--- src/hdl/dtsd_pkg.sv ---
package dtsd_pkg;

    // Default sample width
    localparam int DEF_SAMPLE_BITS = 12;

    // Configuration port geometry
    localparam int CFG_INDEX_BITS = 2;
    localparam int CFG_DATA_BITS  = 12;

    // Register indexes
    localparam logic [CFG_INDEX_BITS-1:0] CFG_WINDOW_LENGTH      = 2'd0;
    localparam logic [CFG_INDEX_BITS-1:0] CFG_ACTIVITY_SWING     = 2'd1;
    localparam logic [CFG_INDEX_BITS-1:0] CFG_VALID_SWING        = 2'd2;
    localparam logic [CFG_INDEX_BITS-1:0] CFG_FALLBACK_PRECISION = 2'd3;

    // Register reset values
    localparam logic [7:0]  RST_WINDOW_LENGTH      = 8'd50;
    localparam logic [11:0] RST_ACTIVITY_SWING     = 12'd50;
    localparam logic [11:0] RST_VALID_SWING        = 12'd160;
    localparam logic [11:0] RST_FALLBACK_PRECISION = 12'd2;

    // Detector state reset values
    localparam int RST_THRESHOLD = 500;
    localparam int RST_PRECISION = 5;

    // Precision is swing / 32
    localparam int PRECISION_SHIFT = 5;

    // Saturation limit of the activity counter
    localparam logic [7:0] ACTIVITY_LIMIT = 8'd255;

    // Depth of the queue between front and back
    localparam int QUEUE_DEPTH = 2;

    // Configuration register set
    typedef struct packed {
        logic [7:0]  window_length;
        logic [11:0] activity_swing;
        logic [11:0] valid_swing;
        logic [11:0] fallback_precision;
    } t_cfg;

endpackage

--- src/hdl/dynamic_threshold_step_detector_unit.sv ---
// A transferred sample is averaged into a two-entry queue that decouples the averaging
// front end from the window/threshold back end, which pops it into a result register
// that holds under stall. Throughput: one sample per cycle while the output does not stall.
// Reset (synchronous, active low) restores the register defaults and clears the
// sample history, queue and output valid; the min tracker restarts at half scale.
module dynamic_threshold_step_detector_unit #(
    parameter int SAMPLE_BITS = dtsd_pkg::DEF_SAMPLE_BITS
) (
    input  logic                                i_clk,
    input  logic                                i_rst_n,
    // configuration
    input  logic                                i_cfg_we,
    input  logic [dtsd_pkg::CFG_INDEX_BITS-1:0] i_cfg_index,
    input  logic [dtsd_pkg::CFG_DATA_BITS-1:0]  i_cfg_data,
    // sample channel
    input  logic                                i_in_valid,
    output logic                                o_in_stall,
    input  logic [SAMPLE_BITS-1:0]              i_sample,
    // result channel
    output logic                                o_out_valid,
    input  logic                                i_out_stall,
    output logic                                o_step_detected,
    output logic                                o_window_done,
    output logic [7:0]                          o_activity_count,
    output logic [11:0]                         o_threshold_level
);
    import dtsd_pkg::*;

    t_cfg                   r_cfg;
    logic                   in_accept;
    logic [SAMPLE_BITS-1:0] front_avg;
    logic [SAMPLE_BITS-1:0] q_avg;
    logic                   q_empty;
    logic                   q_full;
    logic                   q_pop;

    // Configuration registers
    always_ff @(posedge i_clk) begin
        if (!i_rst_n) begin
            r_cfg.window_length      <= RST_WINDOW_LENGTH;
            r_cfg.activity_swing     <= RST_ACTIVITY_SWING;
            r_cfg.valid_swing        <= RST_VALID_SWING;
            r_cfg.fallback_precision <= RST_FALLBACK_PRECISION;
        end else if (i_cfg_we) begin
            case (i_cfg_index)
                CFG_WINDOW_LENGTH:      r_cfg.window_length      <= i_cfg_data[7:0];
                CFG_ACTIVITY_SWING:     r_cfg.activity_swing     <= i_cfg_data;
                CFG_VALID_SWING:        r_cfg.valid_swing        <= i_cfg_data;
                CFG_FALLBACK_PRECISION: r_cfg.fallback_precision <= i_cfg_data;
                default: ;
            endcase
        end
    end

    // Input transfer whenever the queue has room
    assign o_in_stall = q_full;
    assign in_accept  = i_in_valid && !q_full;

    dtsd_front #(
        .SAMPLE_BITS(SAMPLE_BITS)
    ) u_front (
        .i_clk    (i_clk),
        .i_rst_n  (i_rst_n),
        .i_accept (in_accept),
        .i_sample (i_sample),
        .o_avg    (front_avg)
    );

    dtsd_queue #(
        .WIDTH(SAMPLE_BITS),
        .DEPTH(QUEUE_DEPTH)
    ) u_queue (
        .i_clk   (i_clk),
        .i_rst_n (i_rst_n),
        .i_push  (in_accept),
        .i_data  (front_avg),
        .i_pop   (q_pop),
        .o_data  (q_avg),
        .o_empty (q_empty),
        .o_full  (q_full)
    );

    dtsd_back #(
        .SAMPLE_BITS(SAMPLE_BITS)
    ) u_back (
        .i_clk             (i_clk),
        .i_rst_n           (i_rst_n),
        .i_cfg             (r_cfg),
        .i_q_empty         (q_empty),
        .i_avg             (q_avg),
        .o_pop             (q_pop),
        .o_valid           (o_out_valid),
        .i_stall           (i_out_stall),
        .o_step_detected   (o_step_detected),
        .o_window_done     (o_window_done),
        .o_activity_count  (o_activity_count),
        .o_threshold_level (o_threshold_level)
    );

endmodule

--- src/hdl/dtsd_front.sv ---
module dtsd_front #(
    parameter int SAMPLE_BITS = dtsd_pkg::DEF_SAMPLE_BITS
) (
    input  logic                   i_clk,
    input  logic                   i_rst_n,
    input  logic                   i_accept,
    input  logic [SAMPLE_BITS-1:0] i_sample,
    output logic [SAMPLE_BITS-1:0] o_avg
);
    import dtsd_pkg::*;

    logic [SAMPLE_BITS-1:0] r_hist [3];
    logic [SAMPLE_BITS+1:0] sum;

    // 4-tap moving average of the new sample and the last three
    always_comb begin
        sum = {2'b00, i_sample} + {2'b00, r_hist[0]}
            + {2'b00, r_hist[1]} + {2'b00, r_hist[2]};
        o_avg = sum[SAMPLE_BITS+1:2];
    end

    // Sample history shifts on each transfer
    always_ff @(posedge i_clk) begin
        if (!i_rst_n) begin
            r_hist[0] <= '0;
            r_hist[1] <= '0;
            r_hist[2] <= '0;
        end else if (i_accept) begin
            r_hist[2] <= r_hist[1];
            r_hist[1] <= r_hist[0];
            r_hist[0] <= i_sample;
        end
    end

endmodule

--- src/hdl/dtsd_queue.sv ---
module dtsd_queue #(
    parameter int WIDTH = dtsd_pkg::DEF_SAMPLE_BITS,
    parameter int DEPTH = dtsd_pkg::QUEUE_DEPTH
) (
    input  logic             i_clk,
    input  logic             i_rst_n,
    input  logic             i_push,
    input  logic [WIDTH-1:0] i_data,
    input  logic             i_pop,
    output logic [WIDTH-1:0] o_data,
    output logic             o_empty,
    output logic             o_full
);
    import dtsd_pkg::*;

    localparam int PTR_BITS = (DEPTH > 1) ? $clog2(DEPTH) : 1;
    localparam int CNT_BITS = $clog2(DEPTH + 1);
    localparam logic [PTR_BITS-1:0] LAST = PTR_BITS'(DEPTH - 1);

    logic [WIDTH-1:0]    r_mem [DEPTH];
    logic [PTR_BITS-1:0] r_wr_ptr;
    logic [PTR_BITS-1:0] r_rd_ptr;
    logic [CNT_BITS-1:0] r_count;

    assign o_data  = r_mem[r_rd_ptr];
    assign o_empty = (r_count == '0);
    assign o_full  = (r_count == CNT_BITS'(DEPTH));

    // Storage
    always_ff @(posedge i_clk) begin
        if (i_push) begin
            r_mem[r_wr_ptr] <= i_data;
        end
    end

    // Pointers and fill count
    always_ff @(posedge i_clk) begin
        if (!i_rst_n) begin
            r_wr_ptr <= '0;
            r_rd_ptr <= '0;
            r_count  <= '0;
        end else begin
            if (i_push) begin
                r_wr_ptr <= (r_wr_ptr == LAST) ? '0 : r_wr_ptr + 1'b1;
            end
            if (i_pop) begin
                r_rd_ptr <= (r_rd_ptr == LAST) ? '0 : r_rd_ptr + 1'b1;
            end
            if (i_push && !i_pop) begin
                r_count <= r_count + 1'b1;
            end else if (i_pop && !i_push) begin
                r_count <= r_count - 1'b1;
            end
        end
    end

endmodule

--- src/hdl/dtsd_back.sv ---
module dtsd_back #(
    parameter int SAMPLE_BITS = dtsd_pkg::DEF_SAMPLE_BITS
) (
    input  logic                   i_clk,
    input  logic                   i_rst_n,
    input  dtsd_pkg::t_cfg         i_cfg,
    input  logic                   i_q_empty,
    input  logic [SAMPLE_BITS-1:0] i_avg,
    output logic                   o_pop,
    output logic                   o_valid,
    input  logic                   i_stall,
    output logic                   o_step_detected,
    output logic                   o_window_done,
    output logic [7:0]             o_activity_count,
    output logic [11:0]            o_threshold_level
);
    import dtsd_pkg::*;

    localparam int SB = SAMPLE_BITS;
    localparam int TW = (SAMPLE_BITS > 12) ? SAMPLE_BITS : 12;
    localparam logic [SB:0] MIN_RESET   = (SB+1)'(1) << (SB - 1);
    localparam logic [SB:0] MIN_RESTART = (SB+1)'(1) << SB;

    // Detector state
    logic [SB-1:0] r_max;
    logic [SB:0]   r_min;
    logic [7:0]    r_count;
    logic [TW-1:0] r_thr;
    logic [TW-1:0] r_prec;
    logic          r_bad;
    logic [SB-1:0] r_slide;
    logic [7:0]    r_active;

    logic [SB-1:0] n_max;
    logic [SB:0]   n_min;
    logic [7:0]    n_count;
    logic [TW-1:0] n_thr;
    logic [TW-1:0] n_prec;
    logic          n_bad;
    logic [SB-1:0] n_slide;
    logic [7:0]    n_active;

    // Output register
    logic          r_out_valid;
    logic          r_step;
    logic          r_done;
    logic          n_step;
    logic          n_done;

    logic [SB-1:0] trk_max;
    logic [SB:0]   trk_min;
    logic [8:0]    cnt_inc;
    logic [SB:0]   swing_full;
    logic [SB-1:0] swing;
    logic [TW-1:0] swing_x;
    logic [SB-1:0] diff;

    // Pop when something is queued and the output register frees up
    assign o_pop = !i_q_empty && (!r_out_valid || !i_stall);

    // Window tracking, threshold update and sliding level
    always_comb begin
        trk_max = (i_avg > r_max) ? i_avg : r_max;
        trk_min = ({1'b0, i_avg} < r_min) ? {1'b0, i_avg} : r_min;
        cnt_inc = {1'b0, r_count} + 9'd1;

        // at window close max >= min, so the swing fits SB bits
        swing_full = {1'b0, trk_max} - trk_min;
        swing      = swing_full[SB-1:0];
        swing_x    = TW'(swing);

        n_max    = trk_max;
        n_min    = trk_min;
        n_count  = cnt_inc[7:0];
        n_thr    = r_thr;
        n_prec   = r_prec;
        n_bad    = r_bad;
        n_active = r_active;
        n_done   = 1'b0;

        if (cnt_inc >= {1'b0, i_cfg.window_length}) begin
            n_done  = 1'b1;
            n_count = '0;
            if (swing_x > TW'(i_cfg.activity_swing) && r_active < ACTIVITY_LIMIT) begin
                n_active = r_active + 8'd1;
            end
            n_thr = TW'(trk_min[SB-1:0]) + TW'(swing >> 1);
            n_max = '0;
            n_min = MIN_RESTART;
            if (swing_x >= TW'(i_cfg.valid_swing)) begin
                n_prec = TW'(swing >> PRECISION_SHIFT);
                n_bad  = 1'b0;
            end else begin
                n_prec = TW'(i_cfg.fallback_precision);
                n_bad  = 1'b1;
            end
        end

        // sliding level jumps only by at least the precision
        diff    = (i_avg >= r_slide) ? (i_avg - r_slide) : (r_slide - i_avg);
        n_slide = (TW'(diff) >= n_prec) ? i_avg : r_slide;

        // downward crossing of the new threshold in a good window
        n_step = (TW'(r_slide) >= n_thr) && (TW'(n_slide) < n_thr) && !n_bad;
    end

    // State update on each popped item
    always_ff @(posedge i_clk) begin
        if (!i_rst_n) begin
            r_max    <= '0;
            r_min    <= MIN_RESET;
            r_count  <= '0;
            r_thr    <= TW'(RST_THRESHOLD);
            r_prec   <= TW'(RST_PRECISION);
            r_bad    <= 1'b0;
            r_slide  <= '0;
            r_active <= '0;
        end else if (o_pop) begin
            r_max    <= n_max;
            r_min    <= n_min;
            r_count  <= n_count;
            r_thr    <= n_thr;
            r_prec   <= n_prec;
            r_bad    <= n_bad;
            r_slide  <= n_slide;
            r_active <= n_active;
        end
    end

    // Result valid flag
    always_ff @(posedge i_clk) begin
        if (!i_rst_n) begin
            r_out_valid <= 1'b0;
        end else if (o_pop) begin
            r_out_valid <= 1'b1;
        end else if (!i_stall) begin
            r_out_valid <= 1'b0;
        end
    end

    // Result payload
    always_ff @(posedge i_clk) begin
        if (o_pop) begin
            r_step <= n_step;
            r_done <= n_done;
        end
    end

    assign o_valid           = r_out_valid;
    assign o_step_detected   = r_step;
    assign o_window_done     = r_done;
    assign o_activity_count  = r_active;
    assign o_threshold_level = r_thr[11:0];

endmodule
--- config.mk ---
export PLATFORM = sky130hd
export DESIGN_NAME = dynamic_threshold_step_detector_unit
export DESIGN_NICKNAME = d
export VERILOG_FILES = /design/src/hdl/dtsd_pkg.sv /design/src/hdl/dynamic_threshold_step_detector_unit.sv /design/src/hdl/dtsd_front.sv /design/src/hdl/dtsd_queue.sv /design/src/hdl/dtsd_back.sv
export SDC_FILE = /design/constraint.sdc
export NUM_CORES = 1
export LEC_CHECK = 0
export BUFFER_PORTS_ARGS = -buffer_cell sky130_fd_sc_hd__buf_2
export CAP_MARGIN = 10
export CORE_MARGIN = 2
export CORE_UTILIZATION = 50
export DETAILED_ROUTE_END_ITERATION = 12
export PLACE_DENSITY = 0.67
export RECOVER_POWER = 50
export SLEW_MARGIN = 40
export SYNTH_ARGS = -nofsm -noshare
export SYNTH_HDL_FRONTEND = slang
export SYNTH_HIERARCHICAL = 1
export SYNTH_SLANG_ARGS = --single-unit
--- constraint.sdc ---
create_clock -name i_clk -period 9.6 [get_ports i_clk]
set_input_delay 0.96 -clock i_clk [delete_from_list [all_inputs] [get_ports i_clk]]
set_output_delay 0.96 -clock i_clk [all_outputs]
set_load 0.05 [all_outputs]
### Yosys cells after proc, flatten, opt, wreduce, memory -nomap -nowiden

Memory sizes are Yosys's and may differ from the RTL's. A register that Yosys moved wholly into a read port is not among the register bits.
Cells that the tools add are included.

* input port bits: 31
* memory bits (writable): 60
* memories kept: 2
* output and inout port bits: 24
* latch bits: 0
* register bits: 129
* memory bits (read-only): 0

Memories
* u_front.r_hist: depth 3, width 12, read ports 3, clocked after memory_dff 0, write ports 3, line dtsd_front.sv:12 `logic [SAMPLE_BITS-1:0] r_hist [3];`
* u_queue.r_mem: depth 2, width 12, read ports 1, clocked after memory_dff 1, write ports 1, line dtsd_queue.sv:20 `logic [WIDTH-1:0] r_mem [DEPTH];`

* equal/unequal tests: 5
* divide/modulo/power cells: 0
* shifts and indexed selects: 0
* mux-type cells: 29
* magnitude comparators: 10
* bitwise gates (word level): 3
* add/sub/neg operators: 13
* reductions and logical operators: 23
* $mul: 0

Operators with widths (count)
* 12-bit two-way mux: 10
* 12-bit greater-or-equal comparator: 4
* 12-bit subtractor: 3
* 14-bit by 12-bit adder with 14-bit output: 2
* 13-bit two-way mux: 2
* 12-bit > comparator: 2
* 1-bit two-way mux: 14
* 12-bit by 12-bit adder with 13-bit output: 1
* 12-bit by 13-bit less-than comparator with 1-bit output: 1
* 12-bit by 11-bit adder with 12-bit output: 1
* 12-bit less-than comparator: 1
* 8-bit by 1-bit adder with 9-bit output (second input constant): 1
* 9-bit by 8-bit greater-or-equal comparator with 1-bit output: 1
* 8-bit by 1-bit adder with 8-bit output (second input constant): 1
* 8-bit less-than comparator (second input constant): 1
* 8-bit two-way mux: 1
* 2-bit AND reduction: 4
* 1-bit logical AND: 7
* 1-bit zero test: 7
* 2-bit == test (second input constant): 3
* 2-bit zero test: 2
* 2-bit two-way mux: 2
* 1-bit OR: 3
* 3-bit AND reduction: 1
* 7 further kinds: 8

### Depth between registers and ports, before layout

* word-level depth: 11
* gate-level depth with buffers: 41
* gate-level depth less buffers: 39

### Modules after synthesis

Netlist, hierarchy kept.

By module, submodules not included
* dtsd_back: sequential area each 1641.6 µm², instances 1, cells each 973, area an instance 7890.1 µm²
* dtsd_front: sequential area each 1081.0 µm², instances 1, cells each 268, area an instance 2741.4 µm²
* dynamic_threshold_step_detector_unit: sequential area each 880.8 µm², instances 1, cells each 166, area an instance 1684.1 µm²
* dtsd_queue: sequential area each 820.8 µm², instances 1, cells each 59, area an instance 1079.8 µm²

### Worst setup path before layout

Ideal clock, no wire load.

* kind: reg2reg
* start point: register (tool-made name)
* end point: register u_back.r_step, in the netlist u_back/o_step_detected, data pin
* path buffers: 4
* arrival time: 8597 ps
* period minus slack after synthesis: 8764 ps
* slack: 836 ps
* cell stages (with the launch flop): 40
* path through: dfxtp_1 -> buf_2 -> mux2_2 -> ha_1 -> a21oi_1 -> o21ai_1 -> a2111oi_0 -> a21oi_1 -> clkbuf_1 -> o21ai_0 -> ha_1 -> nor2b_1 -> o31a_1 -> o41a_1 -> a41oi_2 -> and2b_1 -> xnor2_1 -> ha_1 -> [... 4 more ...] -> o21ai_1 -> buf_2 -> mux2_2 -> mux2i_1 -> ha_1 -> a21o_1 -> a211oi_1 -> o31ai_1 -> a31oi_1 -> o21ai_1 -> buf_2 -> mux2i_1 -> ha_1 -> a21o_1 -> a21o_1 -> a221oi_1 -> o221ai_1 -> a211oi_1

RTL lines
* end signal, assigned: line dtsd_back.sv:144 `r_step <= n_step;`
* end, declared: line dtsd_back.sv:45 `logic r_step;`

==> run metrics <==
status=complete, but fails checks; failing checks=capacitance limit, slew limit; async set-reset flop share out of synthesis=0%; Post-route DRC=0; die height=168 um; clk_lat worst skew=450 ps; WL met3=1.41 mm; Post-Route WL=32.4 mm; final setup TNS=0 ps; Initial Util=51.1%; syn_nets=1676; Avg Cell Area, Syn=9.14 um^2; crit end category=flip-flop; Crit path max-delay family=compound AO/OA/AOI/OAI gates; count leader, synth=ha_1; critical path arrival=9330 ps; Max-Cap Viols=3; PortBufs=54; Final Hold Fails=0; Area Overhead vs Synth=8.93%; hold_buf cts=0; largest net degree at the start of global routing=87; share of cells above drive strength 1=8.72%; footprint of the multi-input gates=0.00819 mm^2; #FFs+latches synth=190; nets@finish=1710; core area=0.0262 mm^2; dpl hpwl=24.0 mm; final global-route overflow total=0; CP dominant cell by count=a21o_1; starting DRC count in detailed routing=753; filler instances=2341; dominant cells by area after synthesis=dfxtp_1 19%, ha_1 15%, edfxtp_1 14%, mux2i_1 6.5%, inv_1 4.1%; required time worst endpoint=9880 ps; top_reg_cell synth=dfxtp_1; YS warnings=6; WP buf/inv=4; synth unique cells=81; met1 WL=15.1 mm; global router's overall resource usage=23.3%; cells after synthesis=1466; wire length per cell=17.5 um; H-tree level count=4; Synth area leader=dfxtp_1; CTS Buffer Depth=2; Root Buffer=clkbuf_16; fin crit share=94.3%; Finished Core Util=55.7%; Max Freq=110 MHz; Hold WC Path Type=flip-flop to flip-flop; ANT nets after route=0; slowest stage delay, CP=450 ps; relative slew slack=-135%; Yosys top cell area share=19.1%; first drt pass iteration count=7; worst-path fanout max=14; Slew @ Worst Pin=3520 ps; final critical-path required period=9060 ps; Vias per Instance=5.69; routed wl met2=15.4 mm; die width=168 um; CTS Sinks=190; num rows=59; Post-Syn Area=0.0134 mm^2; # setup viols final=0; Critical-path top delay cell=mux2_2; register area=0.00442 mm^2; critical path type=flip-flop to flip-flop; top cell types by occurrence after synthesis=162 x ha_1, 147 x inv_1, 129 x nand2_1; vias in the first global route=10100; Via Count=10500; sequential share of the synthesized area=33.0%; ant diodes=0; CTS tree=built; number of flops mapped to enable cells by yosys=62; Die ar.=0.0281 mm^2; RSZ-0062 raised after global routing=no; Worst-path clk slew=90 ps; clock skew=22.0 ps; Num CTS Buffers=17; Startpoint Class=flip-flop; pins over their slew limit=180; top sig layer=met4; initial antenna violation count=0; first-pass GRT wire length=52.3 mm; gp weighted congestion=0.901; Ports=55
==> layout by cell type, fill, tap and decap left out, types with 21 or more instances in the layout <==
cell type	Yosys	layout
a21o_1	47	47
a21oi_1	100	99
and3_1	48	48
buf_2	17	33
clkbuf_1	34	26
dfxtp_1	128	128
edfxtp_1	62	62
ha_1	162	162
inv_1	147	146
mux2i_1	87	87
nand2_1	129	128
nand3_1	23	23
nor2_1	83	82
nor2b_1	24	23
o21a_1	21	21
o21ai_0	52	51
xnor2_1	39	39
xor2_1	25	25
==> state kept, by name (all words and copies together), names as in the netlist, 2 cells and up, named ones only <==
register and flops:
r_cfg 44, u_front/r_hist 36, u_queue/r_mem 24, u_back/r_min 13
u_back/o_threshold_level 12, u_back/r_max 12, u_back/r_prec 12, u_back/r_slide 12
u_back/o_activity_count 8, u_back/r_count 8, u_queue/r_count 2
==> final cells by class <==
| cell class | instances | area share, % |
|---|---|---|
| multi-input cells | 1070 | 56.1 |
| flip-flops and latches | 190 | 30.3 |
| inverters | 149 | 3.85 |
| clock buffers | 17 | 2.92 |
| well taps | 335 | 2.87 |
| repair buffers | 72 | 2.55 |
| clock inverters | 15 | 1.36 |
==> worst min-delay path: cells and delay by family, from the launching register on <==
kind,cells,cell delay [ps]
DFF,1,320
AOI/OAI and AO/OA,1,50
and+or+nand+nor,1,50
==> through the flow <==
stage          worst slack, ps  area (um^2)  hold slack, ps  instances
2_1_floorplan              836        13400             435       1466
3_3_place_gp               616        13900             445       1813
3_5_place_dp               444        13900             447       1813
4_1_cts                    389        14600             460       1845
5_1_grt                   10.2        14600             474       1848
6_report                   544        14600             458       1848
==> layer usage <==
| metal | GRT usage [%] | vias to the layer above |
|---|---|---|
| met1 | 31.3 | 5023 |
| met3 | 3.57 | 31 |
| met5 | 0 | - |
| li1 | - | 5223 |
| met4 | 6.73 | 0 |
| met2 | 39.0 | 234 |
==> timing repair <==
item	in CTS	in global routing
resized for setup	0	11
setup buffers	0	2
hold endpoints to repair	0	0
setup endpoints to repair	0	1
==> kinds of logic after synthesis <==
group	synth area share, %
AOI/OAI and AO/OA	16.0
buffers and inverters	6.24
and+or+nand+nor	14.4
xor gates and xnor gates	4.18
muxes	8.52
DFF	33.0
adders and majority gates	17.7
==> final timing paths <==
path | startpoint | cells after the start | endpoint | slack, ps
worst max-delay path | flip-flop | 40 | u_back/o_step_detected | 540
worst min-delay path | u_back/r_prec[1] | 2 | u_back/r_prec[1] | 460
worst max register to register | flip-flop | 40 | u_back/o_step_detected | 540
worst min register to register | u_back/r_prec[1] | 2 | u_back/r_prec[1] | 460
Power is not shown: default switching activity piles up to over one toggle a cycle in this logic, so the estimate is an artifact.
